==> src/rtl/core/gradient_optimizer_update_unit_assert.svh <==
// ----------------------------------------------------------------------------
// Gradient optimizer update unit - assertion macros
// Shorthand for the clocked, reset-qualified checks of the update unit.
// ----------------------------------------------------------------------------
`ifndef GRADIENT_OPTIMIZER_UPDATE_UNIT_ASSERT_SVH
`define GRADIENT_OPTIMIZER_UPDATE_UNIT_ASSERT_SVH

// Same-cycle implication.
`define GOU_ASSERT_SAME(lbl, ante, cons) \
  lbl: assert property (@(posedge clk_i) disable iff (!rst_ni) (ante) |-> (cons)) \
    else $error("gradient optimizer update unit check failed");

// Next-cycle implication.
`define GOU_ASSERT_NEXT(lbl, ante, cons) \
  lbl: assert property (@(posedge clk_i) disable iff (!rst_ni) (ante) |=> (cons)) \
    else $error("gradient optimizer update unit check failed");

`endif

==> src/rtl/core/gou_pkg.sv <==
// ----------------------------------------------------------------------------
// Gradient optimizer update package
// Widths, codes, shared types and the saturation helper of the update unit.
// ----------------------------------------------------------------------------
package gou_pkg;

  localparam int NUM_ENTRIES = 1024;
  localparam int ADDR_W      = $clog2(NUM_ENTRIES);
  localparam int IDX_W       = 10;
  localparam int DATA_W      = 32;
  localparam int COEF_W      = 24;
  localparam int EPS_W       = 16;
  localparam int CFG_IDX_W   = 3;
  localparam int MUL_W       = DATA_W + 1;
  localparam int PROD_W      = 2 * MUL_W;
  localparam int WIDE_W      = PROD_W + 2;
  localparam int NUM_W       = 56;
  localparam int DEN_W       = 32;
  localparam int REM_W       = DEN_W + 2;
  localparam int CNT_W       = 6;
  localparam int DIV_STEPS   = NUM_W;
  localparam int SQRT_STEPS  = 24;

  localparam logic [COEF_W:0] ONE_Q24 = {1'b1, {COEF_W{1'b0}}};

  localparam logic signed [WIDE_W-1:0] DATA_MAX_W =
    {{(WIDE_W-DATA_W+1){1'b0}}, {(DATA_W-1){1'b1}}};
  localparam logic signed [WIDE_W-1:0] DATA_MIN_W =
    {{(WIDE_W-DATA_W+1){1'b1}}, {(DATA_W-1){1'b0}}};

  typedef enum logic [1:0] {
    OP_UPDATE = 2'd0,
    OP_WRITE  = 2'd1,
    OP_READ   = 2'd2,
    OP_SPARE  = 2'd3
  } op_e;

  typedef enum logic [1:0] {
    MODE_DESCENT  = 2'd0,
    MODE_MOMENTUM = 2'd1,
    MODE_RMSPROP  = 2'd2,
    MODE_ADAM     = 2'd3
  } mode_e;

  typedef enum logic [CFG_IDX_W-1:0] {
    REG_MODE    = 3'd0,
    REG_LR      = 3'd1,
    REG_DECAY_A = 3'd2,
    REG_DECAY_B = 3'd3,
    REG_EPSILON = 3'd4
  } cfg_reg_e;

  typedef struct packed {
    logic              start;
    logic              is_sqrt;
    logic [NUM_W-1:0]  num;
    logic [DEN_W-1:0]  den;
  } iter_req_t;

  typedef struct packed {
    logic              busy;
    logic              done;
    logic [NUM_W-1:0]  quot;
  } iter_stat_t;

  typedef struct packed {
    logic              hit;
    logic [DATA_W-1:0] val;
  } clip_t;

  function automatic clip_t clip_data(input logic signed [WIDE_W-1:0] x);
    clip_t r;
    if (x > DATA_MAX_W) begin
      r.hit = 1'b1;
      r.val = DATA_MAX_W[DATA_W-1:0];
    end else if (x < DATA_MIN_W) begin
      r.hit = 1'b1;
      r.val = DATA_MIN_W[DATA_W-1:0];
    end else begin
      r.hit = 1'b0;
      r.val = x[DATA_W-1:0];
    end
    return r;
  endfunction

endpackage

==> src/rtl/core/gou_iter_unit.sv <==
// ----------------------------------------------------------------------------
// Gradient optimizer iterative divide / square root unit
// Shared compare-subtract recurrence: one quotient bit or one root bit a cycle.
// ----------------------------------------------------------------------------
module gou_iter_unit
  import gou_pkg::*;
(
  input  logic       clk_i,
  input  logic       rst_ni,
  input  iter_req_t  req_i,
  output iter_stat_t stat_o
);

  logic             busy_q;
  logic             done_q;
  logic             sqrt_q;
  logic [CNT_W-1:0] cnt_q;
  logic [REM_W-1:0] rem_q;
  logic [NUM_W-1:0] quo_q;
  logic [NUM_W-1:0] num_q;
  logic [DEN_W-1:0] den_q;

  logic [REM_W-1:0] rem_shift;
  logic [REM_W-1:0] trial;
  logic             ge;

  always_comb begin
    if (sqrt_q) begin
      rem_shift = {rem_q[REM_W-3:0], num_q[NUM_W-1 -: 2]};
      trial     = {quo_q[REM_W-3:0], 2'b01};
    end else begin
      rem_shift = {rem_q[REM_W-2:0], num_q[NUM_W-1]};
      trial     = {2'b00, den_q};
    end
    ge = rem_shift >= trial;
  end

  always_ff @(posedge clk_i or negedge rst_ni) begin
    if (!rst_ni) begin
      busy_q <= 1'b0;
      done_q <= 1'b0;
      cnt_q  <= '0;
    end else begin
      done_q <= 1'b0;
      if (req_i.start) begin
        busy_q <= 1'b1;
        cnt_q  <= req_i.is_sqrt ? CNT_W'(SQRT_STEPS) : CNT_W'(DIV_STEPS);
      end else if (busy_q) begin
        cnt_q <= cnt_q - 1'b1;
        if (cnt_q == CNT_W'(1)) begin
          busy_q <= 1'b0;
          done_q <= 1'b1;
        end
      end
    end
  end

  always_ff @(posedge clk_i) begin
    if (req_i.start) begin
      sqrt_q <= req_i.is_sqrt;
      num_q  <= req_i.num;
      den_q  <= req_i.den;
      rem_q  <= '0;
      quo_q  <= '0;
    end else if (busy_q) begin
      rem_q <= ge ? rem_shift - trial : rem_shift;
      quo_q <= {quo_q[NUM_W-2:0], ge};
      num_q <= sqrt_q ? {num_q[NUM_W-3:0], 2'b00} : {num_q[NUM_W-2:0], 1'b0};
    end
  end

  assign stat_o.busy = busy_q;
  assign stat_o.done = done_q;
  assign stat_o.quot = quo_q;

endmodule

==> config.mk <==
export PLATFORM = sky130hd
export DESIGN_NAME = gou_iter_unit
export DESIGN_NICKNAME = d
export VERILOG_FILES = /design/src/rtl/core/gradient_optimizer_update_unit_assert.svh /design/src/rtl/core/gou_pkg.sv /design/src/rtl/core/gou_iter_unit.sv
export SDC_FILE = /design/constraint.sdc
export NUM_CORES = 1
export LEC_CHECK = 0
export ABC_AREA = 0
export ABC_CLOCK_PERIOD_IN_PS = 7300
export BUFFER_PORTS_ARGS = -buffer_cell sky130_fd_sc_hd__buf_2
export CORE_MARGIN = 10
export CORE_UTILIZATION = 55
export CTS_CLUSTER_DIAMETER = 80
export DETAILED_ROUTE_END_ITERATION = 12
export HOLD_SLACK_MARGIN = 0.15
export PLACE_DENSITY = 0.8
export SLEW_MARGIN = 25
export SYNTH_ARGS = -nofsm -noshare
export SYNTH_HDL_FRONTEND = slang
export SYNTH_SLANG_ARGS = --single-unit
==> constraint.sdc <==
create_clock -name clk_i -period 7.3 [get_ports clk_i]
set_clock_uncertainty 0.15 [all_clocks]
set_input_delay 1.46 -clock clk_i [delete_from_list [all_inputs] [get_ports clk_i]]
set_output_delay 1.46 -clock clk_i [all_outputs]
set_load 0.005 [all_outputs]
==> reports/results.ini, run 1 <==
[status]
status=finished, final reports clean

[routing]
wl_met1_mm=10.4
drtIter0Drc=499
drc=0
firstDrtPassIters=5
via_per_inst=5.68
highest_layer=met4
wl_met3_mm=1.32
wirelength_mm=22.9
final_antenna_net_count=0
num_vias=7753
wl_per_cell_um=16.8
wl_met2_mm=10.8

[logic_synthesis]
synthTopCellsByCount=151 x mux2i_1, 113 x nand2_1, 100 x nor2_1, 89 x dfxtp_1, 89 x edfxtp_1
synth_cell_types=65
ys_warn_count=0
netlist.area_leader.share_pct=26.2
async_flop_share_pct=4.30
ys.flop_type=edfxtp_1
synth_area_leader_cell=edfxtp_1
synth_area_per_cell_um2=10.1
synth_area_um2=10200
ys_ff_latch=186
synthTopCellsByArea=edfxtp_1 26%, dfxtp_1 17%, mux2i_1 15%
postSynthCellCount=1007
post-synth-top-count-cell=mux2i_1
synth_edf_count=89
yosysSeqAreaShare_pct=45.6
syn_nets=1136

[clock_network]
ctsResizeCount=0
tritoncts=built
cts_hold_buf=0
htreeDepth=4
cts_max_path_buffers=2
root_buffer=clkbuf_16
cts_setup_buffers=0
clk_latency_ns=0.43
cts.clk_slew.worst_paths_ns=0.07
clock-sinks=186
numCtsBuffers=17

[worst_setup_path]
worst_ep_arrival_time_ns=4.41
path_cells=buf_4 -> mux2i_1 -> ha_1 -> fa_1 -> nand2b_1 -> a21o_1 -> a31oi_2 -> o2111ai_2 -> a211o_4 -> nand2_2 -> mux2i_1 -> a211oi_1
critical_path_class=reg2reg
cp-start-kind=register
max_stage_delay_ns=0.68
cp_common_cell=mux2i_1
endpoint_kind=register
crit_slowest_cell=buf_4
worst_ep_required_time_ns=7.42
crit_fanout=56

[die]
die_h_um=156
die_w_um=156
io_pins=150
num_rows=49
initial_core_util_pct=56.4
coreArea_um2=18100
dieArea_um2=24400

[placement]
io_buffers=149
dpl_worst_slack_ns=2.65
placed_cells=1333
dp_hpwl_mm=16.3
gp_congestion=0.915

[layout]
syn2layout_area_growth_pct=13.8
instances_no_fill=1365
fin_nets=1252
drive_gt1_share_pct=20.9
insertedDiodeCount=0

[min_path]
hold_path.class=reg2reg

[sta]
tightest_slew_ns=0.962
period_share_pct=58.7
finalMaxSlewViolations=0
setup_viol=0
rsz0062_at_grt=false
finalWorstSetupSlack_ns=3.01
hold_violations=0
slew_headroom_pct=35.8
fin_tns_setup_ns=0
fin_crit_ns=4.29
fmax_mhz=233

[global_routing]
grt_pass1_wl_mm=37.4
grt-ovfl-total=0
grt_pass1_vias=7654
grt_use_total_pct=18.4
antenna_found_initial=0
grt_max_degree=96

[power]
leakagePower_uw=0.00547
max-vdd-ir-drop_v=0.000295
power.density_nw_per_um2=321
power_uw=3730

[flow_run]
cap_violations=0

through the flow:
step                      hold WS, ns  util [%]  area, um2
after floorplan                 0.287         -      10200
after global placement          0.318      60.9      11000
after detailed placement        0.328      61.0      11000
after CTS                       0.345      64.2      11600
after global routing            0.369      64.2      11600
final                           0.342      64.2      11600
layer usage:
metal,GRT usage [%],vias to the layer above
met5,0,-
met4,6.25,0
met3,4.00,30
met2,30.1,216
met1,23.8,3606
li1,-,3901
worst paths after layout:
| kind | startpoint | endpoint | slack (ns) | cells past startpoint |
|---|---|---|---|---|
| worst max-delay path | sqrt_q$_DFFE_PP_ | rem_q[11]$_SDFFE_PP0P_ | 3.01 | 12 |
| worst min-delay path | quo_q[55]$_SDFFE_PP0P_ | quo_q[55]$_SDFFE_PP0P_ | 0.34 | 2 |
| worst max register to register | sqrt_q$_DFFE_PP_ | rem_q[11]$_SDFFE_PP0P_ | 3.01 | 12 |
| worst min register to register | quo_q[55]$_SDFFE_PP0P_ | quo_q[55]$_SDFFE_PP0P_ | 0.34 | 2 |
| max in group asynchronous | rst_ni | busy_q$_DFF_PN0_ | 6.10 | 1 |
| min in group asynchronous | rst_ni | cnt_q[1]$_DFFE_PN0P_ | 0.71 | 1 |
cell usage in the layout (no fill, tap or decap), types with 4 or more instances in the layout:
master	netlist	routed
a211oi_1	17	17
a21o_1	11	11
a21oi_1	48	48
a311oi_1	10	10
a32oi_1	4	4
and2_1	5	5
and3_1	5	5
buf_2	8	148
buf_4	2	6
clkbuf_16	0	18
dfrtp_1	8	7
dfxtp_1	89	89
edfxtp_1	89	89
ha_1	36	36
inv_1	15	14
inv_6	0	5
mux2_2	33	33
mux2i_1	151	151
nand2_1	113	112
nand2b_1	5	5
nand3_1	10	10
nor2_1	100	99
nor2b_1	8	8
nor3_1	13	13
nor4_1	4	4
o21a_1	8	8
o21ai_0	77	77
o21ai_1	4	4
o21bai_1	5	5
o31a_1	4	4
xnor2_1	17	17
xor2_1	11	11
sequential cells by signal (all words and copies together) (netlist names):
register  count
cnt_q         6
busy_q        1
quo_q        56
rem_q        33
sqrt_q        1
num_q        56
den_q        32
done_q        1
final cells by class:
type | instances | area [um2]
inverters | 16 | 62.6
flip-flops and latches | 186 | 4660
repair buffers | 155 | 797
fillers | 1460 | 6470
multi-input cells | 747 | 5230
well taps | 229 | 287
clock buffers | 19 | 464
clock inverters | 13 | 120
logic make-up after synthesis:
| logic type | Yosys count | share of synthesized area [%] |
|---|---|---|
| buffers and inverters | 74 | 3.20 |
| adder cells (fa/ha/maj) | 37 | 4.61 |
| multiplexers | 184 | 18.5 |
| AND/OR/NAND/NOR | 284 | 12.4 |
| flip-flops | 186 | 45.6 |
| XOR/XNOR | 28 | 2.40 |
| AO/OA/AOI/OAI | 214 | 13.3 |
report_power, final:
part           internal, uW  switching (uW)
clock                   480             425
combinational           651             868
sequential             1230            79.4
total                  2360            1370
critical path, delay by kind of cell, from the launching register on:
kind / cells / cell delay (ns)
AOI/OAI and AO/OA: 5 / 1.09
adders and majority gates: 2 / 0.68
buffers and inverters: 1 / 0.68
DFF: 1 / 0.37
muxes: 2 / 0.50
and+or+nand+nor: 2 / 0.66
Note: power is estimated with default switching activity, not from simulation.
==> run 2: changes to the inputs <==
--- a/config.mk
+++ b/config.mk
@@ -6,10 +6,10 @@
 export NUM_CORES = 1
 export LEC_CHECK = 0
 export ABC_AREA = 0
-export ABC_CLOCK_PERIOD_IN_PS = 7300
+export ABC_CLOCK_PERIOD_IN_PS = 3600
 export BUFFER_PORTS_ARGS = -buffer_cell sky130_fd_sc_hd__buf_2
 export CORE_MARGIN = 10
-export CORE_UTILIZATION = 55
+export CORE_UTILIZATION = 52
 export CTS_CLUSTER_DIAMETER = 80
 export DETAILED_ROUTE_END_ITERATION = 12
 export HOLD_SLACK_MARGIN = 0.15
==> constraint.sdc (replaced) <==
create_clock -name clk_i -period 3.6 [get_ports clk_i]
set_clock_uncertainty 0.15 [all_clocks]
set_input_delay 0.72 -clock clk_i [delete_from_list [all_inputs] [get_ports clk_i]]
set_output_delay 0.72 -clock clk_i [all_outputs]
set_load 0.005 [all_outputs]
==> reports/results.ini, run 2 (synthesized netlist as in run 1, its figures left out) <==
[worst_setup_path]
critPathLaunch=sqrt_q$_DFFE_PP_  ; unchanged
worst_ep_arrival_time_ns=3.73  ; was 4.41 ns
cp-start-kind=register  ; unchanged
r2r-start=sqrt_q$_DFFE_PP_  ; unchanged
rr_worst_depth=13  ; was 12
crit_slowest_cell=a211o_4  ; was buf_4
crit_fanout=11  ; was 56
worst_ep_required_time_ns=3.77  ; was 7.42 ns
endpoint_kind=register  ; unchanged
critical_path_class=reg2reg  ; unchanged
crit_cells=13  ; was 12
max_stage_delay_ns=0.41  ; was 0.68 ns
crit_buf_inv=2  ; was 1
path_cells=buf_4 -> clkbuf_16 -> or2_4 -> ha_4 -> fa_2 -> nand2b_4 -> a21o_1 -> a31oi_4 -> o2111ai_4 -> a211o_4 -> and2_4 -> and3_4 -> o31a_1  ; was buf_4 -> mux2i_1 -> ha_1 -> fa_1 -> nand2b_1 -> a21o_1 -> a31oi_2 -> o2111ai_2 -> a211o_4 -> nand2_2 -> mux2i_1 -> a211oi_1
cp_top_family=compound AO/OA/AOI/OAI gates  ; unchanged

[layout]
syn2layout_area_growth_pct=21.0  ; was 13.8%
reg_top3=num_q: 56 flops, quo_q: 56 flops, rem_q: 33 flops  ; unchanged
instances_no_fill=1455  ; was 1,365
fin_area_um2=12300  ; was 11,600 um2
fin_nets=1306  ; was 1,252
final_common_cell=mux2i_1  ; unchanged
drive_gt1_share_pct=26.6  ; was 20.9%
most-common-layout-cells=149 x mux2i_1, 148 x buf_2, 112 x nand2_1, 99 x nor2_1  ; was 151 x mux2i_1, 148 x buf_2, 112 x nand2_1, 99 x nor2_1
insertedDiodeCount=0  ; unchanged

[power]
max-vdd-ir-drop_v=0.000376  ; was 0.000295 V
power.density_nw_per_um2=681  ; was 321 nW/um2
leakagePower_uw=0.00577  ; was 0.00547 uW

[global_routing]
grt_pass1_wl_mm=39.9  ; was 37.4 mm
gr-usage-met1_pct=23.8  ; about the same
grt-ovfl-total=0  ; unchanged
use_met2_pct=29.9  ; was 30.1%
antenna_found_initial=0  ; unchanged
top_usage_layer=met2  ; unchanged
grt_pass1_vias=8059  ; was 7,654
grt_use_total_pct=18.4  ; about the same
grtUsageMet3_pct=4.63  ; was 4.00%
grt_max_degree=95  ; was 96

[min_path]
hold_path.class=in2reg  ; was reg2reg
holdPathStages=1  ; was 2
hp-start=req_i[26]  ; was quo_q[55]$_SDFFE_PP0P_

[die]
io_pins=150  ; unchanged
coreArea_um2=19400  ; was 18,100 um2
num_rows=51  ; was 49
dieArea_um2=25600  ; was 24,400 um2
die_h_um=160  ; was 156 um
initial_core_util_pct=52.6  ; was 56.4%
die_w_um=160  ; was 156 um

[sta]
hold_violations=0  ; unchanged
period_share_pct=98.8  ; was 58.7%
fmax_mhz=281  ; was 233 MHz
fin_crit_ns=3.56  ; was 4.29 ns
tightest_slew_ns=0.902  ; was 0.962 ns
finalMaxSlewViolations=0  ; unchanged
fin_tns_setup_ns=0  ; unchanged
rsz0062_at_grt=true  ; was false
slew_headroom_pct=39.9  ; was 35.8%
finalWorstSetupSlack_ns=0.0424  ; was 3.01 ns
setup_viol=0  ; unchanged

[placement]
placed_cells=1404  ; was 1,333
place_area_um2=11400  ; was 11,000 um2
io_buffers=149  ; unchanged
dp_hpwl_mm=17.3  ; was 16.3 mm
dpl_worst_slack_ns=0.0337  ; was 2.65 ns
gp_congestion=0.945  ; was 0.915

[routing]
wirelength_mm=24.7  ; was 22.9 mm
final_antenna_net_count=0  ; unchanged
firstDrtPassIters=7  ; was 5
drtIter0Drc=737  ; was 499
drc=0  ; unchanged
via_per_inst=5.58  ; was 5.68
wl_per_cell_um=16.9  ; was 16.8 um
num_vias=8125  ; was 7,753

[status]
status=finished, final reports clean  ; unchanged

[clock_network]
clock-sinks=186  ; unchanged
numCtsBuffers=17  ; unchanged
clk_latency_ns=0.43  ; about the same
root_buffer=clkbuf_16  ; unchanged
htreeDepth=4  ; unchanged
cts_max_path_buffers=2  ; unchanged
tritoncts=built  ; unchanged
cts.clk_slew.worst_paths_ns=0.07  ; about the same

[flow_run]
cap_violations=0  ; unchanged

[run 2: cell types whose count changed in the layout (fill, tap and decap cells not counted), sizes merged]
cell / change
inv: -5
clkbuf: +2
and2: +1
clkinv: +3
clkinvlp: -1
buf: +51
bufinv: +2
dlygate4sd3: +1
[run 2: what timing repair did]
action,in CTS,in global routing
gates resized for setup,0,43
hold endpoints to repair,8,0
hold buffers,1,0
setup buffers,0,16
endpoints found under the setup margin,0,34
[run 2: area by class of cell]
class                   instances  area, um2
clock buffers                  20        447
clock inverters                12        140
fillers                      1556       7050
inverters                      16       60.1
multi-input cells             748       5430
flip-flops and latches        186       4660
well taps                     265        332
repair buffers                208       1280
[run 2: path summary, 6_finish.rpt]
kind / to / slack [ns]
max: rem_q[32]$_SDFFE_PP0P_ / 0.04
min: den_q[26]$_DFFE_PP_ / 0.31
max reg2reg: rem_q[32]$_SDFFE_PP0P_ / 0.04
min reg2reg: quo_q[55]$_SDFFE_PP0P_ / 0.34
max in group asynchronous: busy_q$_DFF_PN0_ / 2.55
min in group asynchronous: done_q$_DFF_PN0_ / 0.56
[run 2: report_power, final]
part | leakage [uW] | switching [uW] | internal (uW)
Sequential | 0.00175 | 157 | 2490
Combinational | 0.00373 | 2090 | 1810
Clock | 0.000285 | 819 | 1050
[run 2: layer usage]
layer / wire [um] / vias up / share of wire [%]
met5: 0 / - / 0
met4: 434 / 0 / 1.8
met3: 1430 / 33 / 5.8
met2: 11600 / 262 / 47
met1: 11200 / 3828 / 46
li1: - / 4002 / -
[run 2: through the flow]
stage	utilization, %	power [uW]	hold WS [ns]
floorplan	-	5200	0.274
global placement	58.8	6000	0.310
detailed placement	58.8	6060	0.314
CTS	61.9	7960	0.294
global route	63.6	8910	0.292
finish	63.6	8410	0.308
